<file path="config.mk">
export PLATFORM = sky130hd
export DESIGN_NAME = bpa_ram
export DESIGN_NICKNAME = d
export VERILOG_FILES = /design/src/rtl/bpa_ram.sv
export SDC_FILE = /design/constraint.sdc
export NUM_CORES = 1
export LEC_CHECK = 0
export BUFFER_PORTS_ARGS = -buffer_cell sky130_fd_sc_hd__buf_2
export CORE_MARGIN = 2
export CORE_UTILIZATION = 35
export DETAILED_ROUTE_END_ITERATION = 10
export SLEW_MARGIN = 20
export SYNTH_ARGS = -nofsm -noshare
export SYNTH_HDL_FRONTEND = slang
export SYNTH_SLANG_ARGS = --single-unit
export TNS_END_PERCENT = 5
</file>
<file path="constraint.sdc">
create_clock -name clk -period 4.2 [get_ports clk]
set_input_delay 0.21 -clock clk [delete_from_list [all_inputs] [get_ports clk]]
set_output_delay 0.21 -clock clk [all_outputs]
set_load 0.03 [all_outputs]
</file>
<file path="src/rtl/bpa_ram.sv">
// Generic single write, single read RAM with registered read data.
module bpa_ram #(
  parameter int W = 8,
  parameter int D = 16,
  localparam int AW = (D > 1) ? $clog2(D) : 1
) (
  input  logic          clk,
  input  logic          we,
  input  logic [AW-1:0] waddr,
  input  logic [W-1:0]  wdata,
  input  logic [AW-1:0] raddr,
  output logic [W-1:0]  rdata
);
  logic [W-1:0] mem [D];

  always_ff @(posedge clk) begin
    if (we) begin
      mem[waddr] <= wdata;
    end
    rdata <= mem[raddr];
  end
endmodule

</file>
==> results.md <==
- Status: complete, no violations
- Hold Buf Count CTS: 0
- Finished Layout Cells: 463
- Post-synth cell types: 19
- Clock skew: 0.00826 ns
- CP max FO: 8
- CP Data Arrival Time: ~1.5 ns
- Vias in the first global route: around 2600
- H-Tree Depth: 4
- Placed instance area: 0.00544 mm²
- Setup CP Type: input pin to flop
- Syn nets: 247
- Die area: 0.0157 mm²
- Final Max Slew Viols: 0
- HP Class: input pin to flop
- IO Pins: 26
- GR Util All Layers: between 10 and 15%
- Final Hold Violating Endpoints: 0
- Max Clk Rate: 668 MHz
- Number of CTS-inserted buffers: 17
- Worst-case clock buffer depth: 2
- Area delta synth->final: 17.2%
- Final Cell Area: 0.00603 mm²
- Input/output buffers: 25
- Layout cell share with drive strength beyond 1: 27.6%
- Crit path launch type: input pin
- Hold path start: wdata[6]
- Gate Count Post-Synth: 229
- DR vias: 2364
- Initial Util: between 30% and 40%
- Hold Worst Slack: between 0.15 and 0.2 ns
- Syn Area/Cell: 22.5 µm²
- Worst setup startpoint: waddr[2]
- # rows: 44
- Seq/Total Area, Yosys: 77.8%
- MaxCap Viol Count: 0
- Nets: 284
- P per Cell Area: 520 mW/mm²
- R2r startpoint: mem[5][2]
- # DRC: 0
- Clock sinks: 136
- Final ANT Viol Nets: 0
- Total gr overflow: 0
- Post-DP HPWL: ~6400 µm
- Die height: 125 µm
- Setup Viol. Count Final: 0
- Antenna violations before repair: 0
- Wire length per cell: approximately 21 µm
- Initial DRC count: 199
- VDD IR max: around 0.33 mV
- Slew headroom: 33.8%
- TritonCTS clock tree: done
- Static leakage: ~2.0 nW
- Routability cong.: approximately 0.7
- Core area: 0.0144 mm²
- Total Routed Length: 9890 µm
- Synth Cell Area: 0.00515 mm²
- Worst-path clk slew: 0.06 ns
- Clock insertion delay at the later pin of the skew report: 0.41 ns
- Worst-Margin Slew: 0.989 ns
- Clock Tree Root: clkbuf_16
- RSZ-0062 raised after global routing: false
- Critical path capture point type: flop
- YS warnings: 0
- #FFs+latches synth: around 140
- Sum of negative setup slack: 0 ns
- Post-cts sizing count: 0
- Final critical-path share of the clock period: a little over a third
- R2R Setup Slk: about 2.8 ns
- DIE WIDTH: 125 µm
- Post-CTS Setup Inserts: 0
- WP data required: 4.23 ns
- Largest net degree at the start of global routing: 33
- Min Tclk post-route: between 1 and 1.5 ns
- DP Cell Count: about 430
- Routed vias/inst: between 5 and 6
- Pre-antenna DRT Iters: 4
- First-pass GRT wire length: about 15000 µm
- Number of diodes: 0
[power by group]
part / switching (W) / leakage [nW] / internal, W / total, W
sequential: 0.00000836 / 1.22 / 0.00152 / 0.00153
clock: 0.000533 / 0.281 / 0.000925 / 0.00146
combinational: 0.0000960 / 0.488 / 0.0000550 / 0.000151
total: 0.000637 / 1.99 / 0.00250 / 0.00313
[routing by layer]
metal	track usage [%]	wire (µm)	vias to the layer above
met3	4.71	571	8
li1	-	-	1050
met4	4.90	107	0
met1	18.6	4400	1248
met5	0	0	-
met2	21.0	4810	58
[sequential cells by signal, summed over array words and instances (netlist names)]
| signal | count |
|---|---|
| rdata | 8 |
| mem | 128 |
[area by class of cell]
class                           count  area [µm²]
Clock inverter                     14         158
Fill cell                        1272        8390
Multi-Input combinational cell     83        1060
Clock buffer                       18         429
Tap cell                          184         230
Timing Repair Buffer               28         150
Sequential cell                   136        4000
[Yosys cell counts]
cell type / n / area, µm²
a22oi_1: 16 / 120
and2_1: 1 / 6.26
and2b_1: 1 / 7.51
buf_2: 3 / 15.0
buf_4: 1 / 7.51
buf_6: 3 / 33.8
clkdlybuf4s25_2: 3 / 30.0
dfxtp_1: 8 / 160
edfxtp_1: 128 / 3840
mux4_1: 14 / 368
mux4_2: 18 / 405
nand2_1: 9 / 33.8
nand2b_1: 2 / 12.5
nand3_1: 1 / 5.00
nand3b_1: 2 / 15.0
nor2_1: 13 / 48.8
nor2b_1: 1 / 6.26
nor3_1: 4 / 20.0
or3b_2: 1 / 8.76
[layout by cell type, fill, tap and decap left out, types with 2 or more instances in the layout]
master / n
nand2b_1: 2
clkbuf_16: 17
nand3b_1: 2
clkinv_2: 4
bufinv_16: 3
mux4_2: 18
nand2_1: 9
edfxtp_1: 128
clkinv_4: 2
a22oi_1: 16
nor3_1: 3
clkinvlp_4: 3
buf_2: 24
dfxtp_1: 8
buf_4: 4
mux4_1: 14
clkinv_1: 2
nor2_1: 13
[path summary, 6_finish.rpt]
check / to / depth (start not counted)
hold reg to reg: rdata[7] / 3
hold / removal: mem[5][6] / 1
setup / recovery: mem[3][3] / 3
setup reg to reg: rdata[2] / 3
[critical path, cell delays in order]
cell and delay [ns]:
buf_2 0.12, or3b_2 0.52, nor2_1 0.68
[metrics by stage]
stage | setup slack, ns | utilization (%) | total power, W
3_3_place_gp | 1.93 | 37.7 | 0.00170
6_report | 2.70 | 41.8 | 0.00313
4_1_cts | 2.40 | 41.8 | 0.00316
2_1_floorplan | 2.50 | - | 0.00165
3_5_place_dp | 1.95 | 37.7 | 0.00171
5_1_grt | 2.60 | 41.8 | 0.00323
[cells by family (layout without fill, tap and decap cells)]
kind of cell | after synthesis | after routing | share of synthesized area (%)
AOI/OAI and AO/OA | 16 | 16 | 2.33
buffers and inverters | 10 | 60 | 1.68
DFF | 136 | 136 | 77.8
muxes | 32 | 32 | 15.0
and+or+nand+nor | 35 | 35 | 3.18
Note: power is estimated with default switching activity, not from simulation.
